### config.mk
export PLATFORM = sky130hd
export DESIGN_NAME = sorted_key_table_top
export DESIGN_NICKNAME = d
export VERILOG_FILES = /design/src/design/skt_pkg.sv /design/src/design/sorted_key_table_top.sv /design/src/design/skt_cmp.sv /design/src/design/skt_seq.sv
export VERILOG_INCLUDE_DIRS = /design/src /design/src/design
export SDC_FILE = /design/constraint.sdc
export NUM_CORES = 2
export LEC_CHECK = 0
export ABC_AREA = 1
export BUFFER_PORTS_ARGS = -buffer_cell sky130_fd_sc_hd__buf_2
export CORE_MARGIN = 2
export CORE_UTILIZATION = 50
export CTS_CLUSTER_DIAMETER = 40
export CTS_CLUSTER_SIZE = 40
export DETAILED_ROUTE_END_ITERATION = 10
export PLACE_DENSITY = 0.66
export SLEW_MARGIN = 20
export SYNTH_ARGS = -nofsm -noshare
export SYNTH_HDL_FRONTEND = slang
export SYNTH_HIERARCHICAL = 1
export SYNTH_SLANG_ARGS = --single-unit
### constraint.sdc
create_clock -name clock -period 6.8 [get_ports clock]
set_clock_uncertainty 0.2 [all_clocks]
set_input_delay 0.68 -clock clock [delete_from_list [all_inputs] [get_ports clock]]
set_output_delay 0.68 -clock clock [all_outputs]
set_load 0.005 [all_outputs]
### src/design/sorted_key_table_top_defines.svh
// Assertion macros shared by the sorted key table design files.
`ifndef SORTED_KEY_TABLE_TOP_DEFINES_SVH
`define SORTED_KEY_TABLE_TOP_DEFINES_SVH

`ifndef SYNTH
// Same-cycle implication, checked on every rising clock edge outside reset.
`define SKT_ASSERT_IMPL(label, ante, cons) \
   label: assert property (@(posedge clock) disable iff (reset) (ante) |-> (cons)) \
      else $error("sorted key table assertion failed");
// Next-cycle implication.
`define SKT_ASSERT_NEXT(label, ante, cons) \
   label: assert property (@(posedge clock) disable iff (reset) (ante) |=> (cons)) \
      else $error("sorted key table assertion failed");
`else
`define SKT_ASSERT_IMPL(label, ante, cons)
`define SKT_ASSERT_NEXT(label, ante, cons)
`endif

`endif

### src/design/skt_pkg.sv
// Package with types, constants and codes of the sorted key table.
package skt_pkg;

   localparam int CAPACITY = 16;
   localparam int IDX_W    = (CAPACITY > 1) ? $clog2(CAPACITY) : 1;
   localparam int CNT_W    = $clog2(CAPACITY + 1);

   localparam logic [CNT_W-1:0] CAP_COUNT = CNT_W'(CAPACITY);

   localparam logic [1:0] REQ_INSERT = 2'd0;
   localparam logic [1:0] REQ_REMOVE = 2'd1;
   localparam logic [1:0] REQ_DUMP   = 2'd2;

   localparam logic [2:0] ST_INSERTED  = 3'd0;
   localparam logic [2:0] ST_DUPLICATE = 3'd1;
   localparam logic [2:0] ST_REMOVED   = 3'd2;
   localparam logic [2:0] ST_NOTFOUND  = 3'd3;
   localparam logic [2:0] ST_EMPTY     = 3'd4;
   localparam logic [2:0] ST_FULL      = 3'd5;
   localparam logic [2:0] ST_ENTRY     = 3'd6;

   typedef struct packed {
      logic [1:0]         req_type;
      logic signed [31:0] account_key;
      logic [31:0]        balance_bits;
   } skt_req_type;

   typedef struct packed {
      logic [2:0]         status;
      logic signed [31:0] entry_key;
      logic [31:0]        entry_balance;
      logic               last;
   } skt_rsp_type;

   typedef struct packed {
      logic signed [31:0] key;
      logic [31:0]        balance;
   } skt_entry_type;

   typedef struct packed {
      logic eq;
      logic lt;
   } skt_cmp_type;

   typedef enum logic [3:0] {
      S_IDLE,
      S_SCAN_RD,
      S_SCAN_CMP,
      S_SHIFT_RD,
      S_SHIFT_WR,
      S_PLACE,
      S_RESULT,
      S_DUMP_RD,
      S_DUMP_OUT
   } skt_state_type;

endpackage

### src/design/sorted_key_table_top.sv
// Sorted key table top level: request port, sequencer and registered response word.
// Holds up to CAPACITY (16) entries sorted by ascending signed key, each with a
// 32-bit balance pattern; insert, remove and dump requests are handled one at a
// time and req_stall stays high until the request's last response word has left
// the sequencer. All work goes through one entry memory with a registered read:
// each scanned entry is read and then compared, each moved entry is read and then
// written, an insert that is placed ends with a place step and then the result
// step, every other outcome with the result step alone, and a dump reads and then
// sends each entry while the response side does not stall. Reset empties the table;
// entry contents are not cleared. Responses pass through an output register, so a
// new request can be taken while the final response word still waits.
`include "sorted_key_table_top_defines.svh"
module sorted_key_table_top
   import skt_pkg::*;
(
   input  logic        clock,
   input  logic        reset,
   input  logic        req_valid,
   output logic        req_stall,
   input  skt_req_type req_data,
   output logic        rsp_valid,
   input  logic        rsp_stall,
   output skt_rsp_type rsp_data
);

   logic        seq_ready;
   logic        res_valid;
   logic        res_ready;
   skt_rsp_type res_data;

   logic        out_valid_ff, out_valid_in;
   skt_rsp_type out_data_ff, out_data_in;

   skt_seq u_seq (
      .clock     (clock),
      .reset     (reset),
      .req_valid (req_valid),
      .req_data  (req_data),
      .req_ready (seq_ready),
      .res_valid (res_valid),
      .res_data  (res_data),
      .res_ready (res_ready)
   );

   assign req_stall = !seq_ready;
   assign res_ready = !out_valid_ff || !rsp_stall;

   always_comb begin
      out_valid_in = out_valid_ff;
      out_data_in  = out_data_ff;
      if (res_ready) begin
         out_valid_in = res_valid;
         if (res_valid) begin
            out_data_in = res_data;
         end
      end
   end

   always_ff @(posedge clock) begin
      if (reset) begin
         out_valid_ff <= 1'b0;
      end else begin
         out_valid_ff <= out_valid_in;
      end
      out_data_ff <= out_data_in;
   end

   assign rsp_valid = out_valid_ff;
   assign rsp_data  = out_data_ff;

   `SKT_ASSERT_NEXT(a_rsp_held, rsp_valid && rsp_stall, rsp_valid && $stable(rsp_data))
   `SKT_ASSERT_IMPL(a_no_overwrite, res_valid && out_valid_ff && rsp_stall, !res_ready)
   `SKT_ASSERT_IMPL(a_entry_fields, rsp_valid && (rsp_data.status != ST_ENTRY),
                    rsp_data.last && (rsp_data.entry_key == 32'sd0)
                    && (rsp_data.entry_balance == 32'd0))

endmodule

### src/design/skt_cmp.sv
// Shared key comparator: equality and signed less-than of two account keys.
module skt_cmp
   import skt_pkg::*;
(
   input  logic signed [31:0] key_a,
   input  logic signed [31:0] key_b,
   output skt_cmp_type        result
);

   assign result.eq = (key_a == key_b);
   assign result.lt = (key_a < key_b);

endmodule

### src/design/skt_seq.sv
// Sequencer with the entry memory: scans, shifts, places and dumps entries.
`include "sorted_key_table_top_defines.svh"
module skt_seq
   import skt_pkg::*;
(
   input  logic        clock,
   input  logic        reset,
   input  logic        req_valid,
   input  skt_req_type req_data,
   output logic        req_ready,
   output logic        res_valid,
   output skt_rsp_type res_data,
   input  logic        res_ready
);

   skt_state_type state_ff, state_in;
   logic [1:0]         op_ff, op_in;
   logic signed [31:0] key_ff, key_in;
   logic [31:0]        bal_ff, bal_in;
   logic [CNT_W-1:0]   count_ff, count_in;
   logic [CNT_W-1:0]   idx_ff, idx_in;
   logic [CNT_W-1:0]   pos_ff, pos_in;
   logic [2:0]         status_ff, status_in;

   skt_entry_type mem [CAPACITY];
   skt_entry_type rdata_ff;
   logic [IDX_W-1:0] raddr;
   logic             wen;
   logic [IDX_W-1:0] waddr;
   skt_entry_type    wdata;

   skt_cmp_type cmp;
   logic [CNT_W-1:0] idx_inc;
   logic [CNT_W-1:0] idx_dec;
   logic             at_end;

   skt_cmp u_cmp (
      .key_a  (key_ff),
      .key_b  (rdata_ff.key),
      .result (cmp)
   );

   assign idx_inc = idx_ff + CNT_W'(1);
   assign idx_dec = idx_ff - CNT_W'(1);
   assign at_end  = (idx_inc == count_ff);

   always_ff @(posedge clock) begin
      if (wen) begin
         mem[waddr] <= wdata;
      end
      rdata_ff <= mem[raddr];
   end

   always_ff @(posedge clock) begin
      if (reset) begin
         state_ff <= S_IDLE;
         count_ff <= '0;
      end else begin
         state_ff <= state_in;
         count_ff <= count_in;
      end
      op_ff     <= op_in;
      key_ff    <= key_in;
      bal_ff    <= bal_in;
      idx_ff    <= idx_in;
      pos_ff    <= pos_in;
      status_ff <= status_in;
   end

   always_comb begin
      state_in  = state_ff;
      op_in     = op_ff;
      key_in    = key_ff;
      bal_in    = bal_ff;
      count_in  = count_ff;
      idx_in    = idx_ff;
      pos_in    = pos_ff;
      status_in = status_ff;
      raddr     = idx_ff[IDX_W-1:0];
      wen       = 1'b0;
      waddr     = idx_ff[IDX_W-1:0];
      wdata     = rdata_ff;
      req_ready = 1'b0;
      res_valid = 1'b0;
      res_data  = '0;

      unique case (state_ff)
         S_IDLE: begin
            req_ready = 1'b1;
            if (req_valid) begin
               op_in  = req_data.req_type;
               key_in = req_data.account_key;
               bal_in = req_data.balance_bits;
               idx_in = '0;
               pos_in = '0;
               unique case (req_data.req_type)
                  REQ_INSERT: begin
                     state_in = (count_ff == '0) ? S_PLACE : S_SCAN_RD;
                  end
                  REQ_REMOVE: begin
                     if (count_ff == '0) begin
                        status_in = ST_EMPTY;
                        state_in  = S_RESULT;
                     end else begin
                        state_in = S_SCAN_RD;
                     end
                  end
                  REQ_DUMP: begin
                     if (count_ff == '0) begin
                        status_in = ST_EMPTY;
                        state_in  = S_RESULT;
                     end else begin
                        state_in = S_DUMP_RD;
                     end
                  end
                  default: begin
                     // The unused request code is dropped without a response.
                     state_in = S_IDLE;
                  end
               endcase
            end
         end

         S_SCAN_RD: begin
            state_in = S_SCAN_CMP;
         end

         S_SCAN_CMP: begin
            if (op_ff == REQ_INSERT) begin
               if (cmp.eq) begin
                  status_in = ST_DUPLICATE;
                  state_in  = S_RESULT;
               end else if (cmp.lt || at_end) begin
                  // The room check only comes once no duplicate can follow.
                  pos_in = cmp.lt ? idx_ff : count_ff;
                  if (count_ff == CAP_COUNT) begin
                     status_in = ST_FULL;
                     state_in  = S_RESULT;
                  end else if (!cmp.lt) begin
                     state_in = S_PLACE;
                  end else begin
                     idx_in   = count_ff;
                     state_in = S_SHIFT_RD;
                  end
               end else begin
                  idx_in   = idx_inc;
                  state_in = S_SCAN_RD;
               end
            end else begin
               if (cmp.eq) begin
                  if (at_end) begin
                     count_in  = idx_ff;
                     status_in = ST_REMOVED;
                     state_in  = S_RESULT;
                  end else begin
                     idx_in   = idx_inc;
                     state_in = S_SHIFT_RD;
                  end
               end else if (cmp.lt || at_end) begin
                  status_in = ST_NOTFOUND;
                  state_in  = S_RESULT;
               end else begin
                  idx_in   = idx_inc;
                  state_in = S_SCAN_RD;
               end
            end
         end

         S_SHIFT_RD: begin
            // An insert moves entries up from the top, a removal moves them down.
            raddr    = (op_ff == REQ_INSERT) ? idx_dec[IDX_W-1:0] : idx_ff[IDX_W-1:0];
            state_in = S_SHIFT_WR;
         end

         S_SHIFT_WR: begin
            wen = 1'b1;
            if (op_ff == REQ_INSERT) begin
               waddr  = idx_ff[IDX_W-1:0];
               idx_in = idx_dec;
               state_in = (idx_dec == pos_ff) ? S_PLACE : S_SHIFT_RD;
            end else begin
               waddr = idx_dec[IDX_W-1:0];
               if (at_end) begin
                  count_in  = idx_ff;
                  status_in = ST_REMOVED;
                  state_in  = S_RESULT;
               end else begin
                  idx_in   = idx_inc;
                  state_in = S_SHIFT_RD;
               end
            end
         end

         S_PLACE: begin
            wen           = 1'b1;
            waddr         = pos_ff[IDX_W-1:0];
            wdata.key     = key_ff;
            wdata.balance = bal_ff;
            count_in      = count_ff + CNT_W'(1);
            status_in     = ST_INSERTED;
            state_in      = S_RESULT;
         end

         S_RESULT: begin
            res_valid       = 1'b1;
            res_data.status = status_ff;
            res_data.last   = 1'b1;
            if (res_ready) begin
               state_in = S_IDLE;
            end
         end

         S_DUMP_RD: begin
            state_in = S_DUMP_OUT;
         end

         S_DUMP_OUT: begin
            // The read address stays on this entry, so the word holds while stalled.
            res_valid              = 1'b1;
            res_data.status        = ST_ENTRY;
            res_data.entry_key     = rdata_ff.key;
            res_data.entry_balance = rdata_ff.balance;
            res_data.last          = at_end;
            if (res_ready) begin
               if (at_end) begin
                  state_in = S_IDLE;
               end else begin
                  idx_in   = idx_inc;
                  state_in = S_DUMP_RD;
               end
            end
         end

         default: begin
            state_in = S_IDLE;
         end
      endcase
   end

   `SKT_ASSERT_IMPL(a_count_bound, 1'b1, count_ff <= CAP_COUNT)
   `SKT_ASSERT_IMPL(a_place_has_room, state_ff == S_PLACE, count_ff < CAP_COUNT)
   `SKT_ASSERT_IMPL(a_shift_above_pos, (state_ff == S_SHIFT_WR) && (op_ff == REQ_INSERT),
                    idx_ff > pos_ff)
   `SKT_ASSERT_NEXT(a_place_then_result, state_ff == S_PLACE, state_ff == S_RESULT)

endmodule

==> results.yml <==
synthesis:
  synth_seq_cells: 1245
  synth_edf_count: 1171
  synth_cells: 4222
  ys_async_sr_fraction_pct: 0
  ys_seq_area_share_pct: 70.4
  netlist_top_cells_area: "edfxtp_1 (68%), o211ai_1 (6.0%), nand2_1 (5.5%)"
  yosysWarnings: 6
  synth_cell_types: 45
  syn_area_sq_um: 52000
  synth_flop_cell: "edfxtp_1"
  synthesis.nets: 4332
  synth_top_area_cell: "edfxtp_1"
  syn_avg_cell_area_sq_um: 12.3
  yosysTopAreaCellShare_pct: 67.6
floorplanning:
  dieArea_sq_um: 107000
  die_h_um: 327
  core_area_sq_um: 103000
  io_pins: 140
  initial_utilization_pct: 50.4
  die_x_um: 327
  rows: 118
finish:
  diodes: 0
  seqCellArea_sq_um: 36600
  area_growth_pct: 15.4
  fill_cells: 8139
  final_nets: 4550
  multi_input_area_sq_um: 11600
  final_layout_size_suffix_gt1_share_pct: 14.5
global_routing:
  grt_pass1_wl_um: 182000
  overflow: 0
  antenna_found_initial: 2
  grt_usage_pct: 22.4
  grt_pass1_vias: 30782
  grt_max_degree: 239
timing:
  slew-limit-headroom_pct: 20.6
  min_period_ns: 4.30
  rsz0062_at_grt: "no"
  finalMaxSlewViolations: 0
  timing.final.ws_setup_ns: 2.50
  setup_tns_ns: 0
  setup_viol: 0
  fmax_mhz: 232
  final_hold_viol_count: 0
  tightest_slew_ns: 1.19
  fin_crit_sh_pct: 63.3
hold_path:
  hold_path_depth: 3
  min_to: "rsp_valid"
  timing.hold.worst.start: "rsp_stall"
  hold_class: "in -> reg"
setup_path:
  worst_setup_path_end_kind: "flip-flop"
  rr_worst_depth: 12
  path_class: "reg -> reg"
  required_ns: 6.97
  r2r_slack_ns: 2.50
  cp.arrival_ns: 4.48
  crit_path_start_kind: "flip-flop"
  cp_max_fo: 15
  reg2reg_to: "u_seq/pos_ff[4]"
  r2r_start: "u_seq/rdata_ff[63]"
route:
  drt_iter0_drc: 3372
  drc: 0
  vias: 31946
  wl_per_cell_um: 20.0
  wl_um: 119000
  viasPerCell: 5.37
  ant_nets: 0
  drtPass1Iterations: 8
clock_network:
  clock_sinks: 1245
  post-cts-setup-buffer-count: 0
  clk_latency_ns: 0.75
  path_clk_slew_ns: 0.06
  htree_levels: 4
  cts_root_buffer: "clkbuf_16"
  clock_path_buffers: 3
  cts_tree: "yes"
  cts-buffers-inserted: 148
  post_cts_resized: 0
power:
  power.density_nw_per_um2: 457
  leakage_nw: 23.0
  vdd_ir_drop_max_mv: 0.428
  p_total_mw: 27.5
place:
  portBuffers: 139
  pre_cts_ws_ns: 2.46
  dp_hpwl_um: 61200
  gp_congestion: 0.865
status:
  outcome: "completed"
flow_run:
  max_cap_violations: 0
==> where the power goes <==
| group | switching [mW] | internal (mW) | leakage (nW) |
|---|---|---|---|
| Sequential | 0.383 | 10.5 | 11.2 |
| Clock | 3.33 | 4.75 | 2.47 |
| Combinational | 6.05 | 2.40 | 9.33 |
| Total | 9.77 | 17.7 | 23.0 |
==> worst max path at each step <==
stage / startpoint / end / slack, ns
after CTS: u_seq/rdata_ff[63] / u_seq/pos_ff[3] / 2.43
after floorplan: u_seq/state_ff[1] / rsp_data[0] / 1.79
final: u_seq/rdata_ff[63] / u_seq/pos_ff[4] / 2.50
after global routing: u_seq/rdata_ff[63] / u_seq/idx_ff[4] / 2.21
after detailed placement: u_seq/key_ff[31] / u_seq/pos_ff[1] / 2.46
after global placement: u_seq/key_ff[31] / u_seq/pos_ff[0] / 2.49
==> timing repair <==
| item | CTS | global route |
|---|---|---|
| hold buffers | 67 | 0 |
| endpoints found under the setup margin | 0 | 0 |
| endpoints found under the hold margin | 67 | 0 |
==> metal layers <==
layer  wire (um)  global-route usage [%]  share of wire, %  vias to the layer above
met5           0                       0                 0                        -
met3        7510                    3.86               6.3                      182
met4        2970                    6.98               2.5                        0
li1            -                       -                 -                    15329
met2       57400                    36.9                48                      972
met1       51300                    30.5                43                    15463
==> per-stage QoR <==
stage	area [sq um]	std cells	utilization (%)	hold WS [ns]
after floorplan	52000	4222	-	0.283
after global placement	54200	5601	52.5	0.328
final	60100	5946	58.1	0.0565
after global routing	60100	5946	58.1	0.0445
after detailed placement	54300	5603	52.5	0.329
after CTS	60100	5946	58.1	0.00872
==> registers in the layout, indices dropped and copies added (netlist names) <==
signal,flops
u_seq/state_ff,4
u_seq/op_ff,2
u_seq/count_ff,5
u_seq/bal_ff,32
u_seq/status_ff,3
u_seq/idx_ff,5
rsp_data,68
u_seq/pos_ff,5
rsp_valid,1
u_seq/key_ff,32
u_seq/mem,1024
u_seq/rdata_ff,64
==> layout by cell type, fill, tap and decap left out, types with 18 or more instances in the layout <==
cell type	n
clkinv_4	22
o211ai_2	101
a21oi_1	41
nor2_1	115
inv_1	674
buf_12	18
edfxtp_1	1171
clkbuf_16	148
dfxtp_1	74
nor2_4	20
inv_6	19
ha_1	40
o21ai_0	151
o211ai_1	413
dlygate4sd3_1	67
o21ai_1	39
nand2_1	758
nand3_1	310
buf_4	84
buf_2	139
==> worst max-delay path: stages (launching register included) <==
cell	delay (ns)
dfxtp_1	0.39
inv_1	0.07
ha_1	0.43
a21oi_1	0.34
o21a_2	0.22
nand2_1	0.11
a21oi_1	0.39
nand3_1	0.13
nand2_1	0.48
inv_1	0.23
nand2_1	0.29
a21oi_1	0.11
nor3_1	0.53
==> cell families (layout without fill, tap and decap cells) <==
family                   after synthesis  in the layout  share of synthesized area [%]
buffers and inverters                923           1267                           7.65
XOR/XNOR                               1              1                         0.0313
AO/OA/AOI/OAI                        777            777                           11.0
AND/OR/NAND/NOR                     1236           1236                           9.92
adder cells (fa/ha/maj)               40             40                          0.962
flip-flops                          1245           1245                           70.4
==> Yosys cell counts, drive strengths merged (4+ instances only) <==
cell and n:
edfxtp 1171, nand2 763, inv 683, o211ai 514, nand3 311, o21ai 200
buf 198, nor2 138, dfxtp 74, a21oi 43, clkbuf 42, ha 40
nand4 15, a211oi 5, nor3 5, o21a 4
==> area by class of cell <==
cell class                 instances  area share (%)
sequential                      1245            61.0
multi-input combinational       2054            19.4
clock buffer                     166            6.34
inverter                         683            4.30
timing repair buffer             308            3.92
tap                             1380            2.87
clock inverter                   110            2.20
No activity file was read; power rests on OpenSTA's default activity.
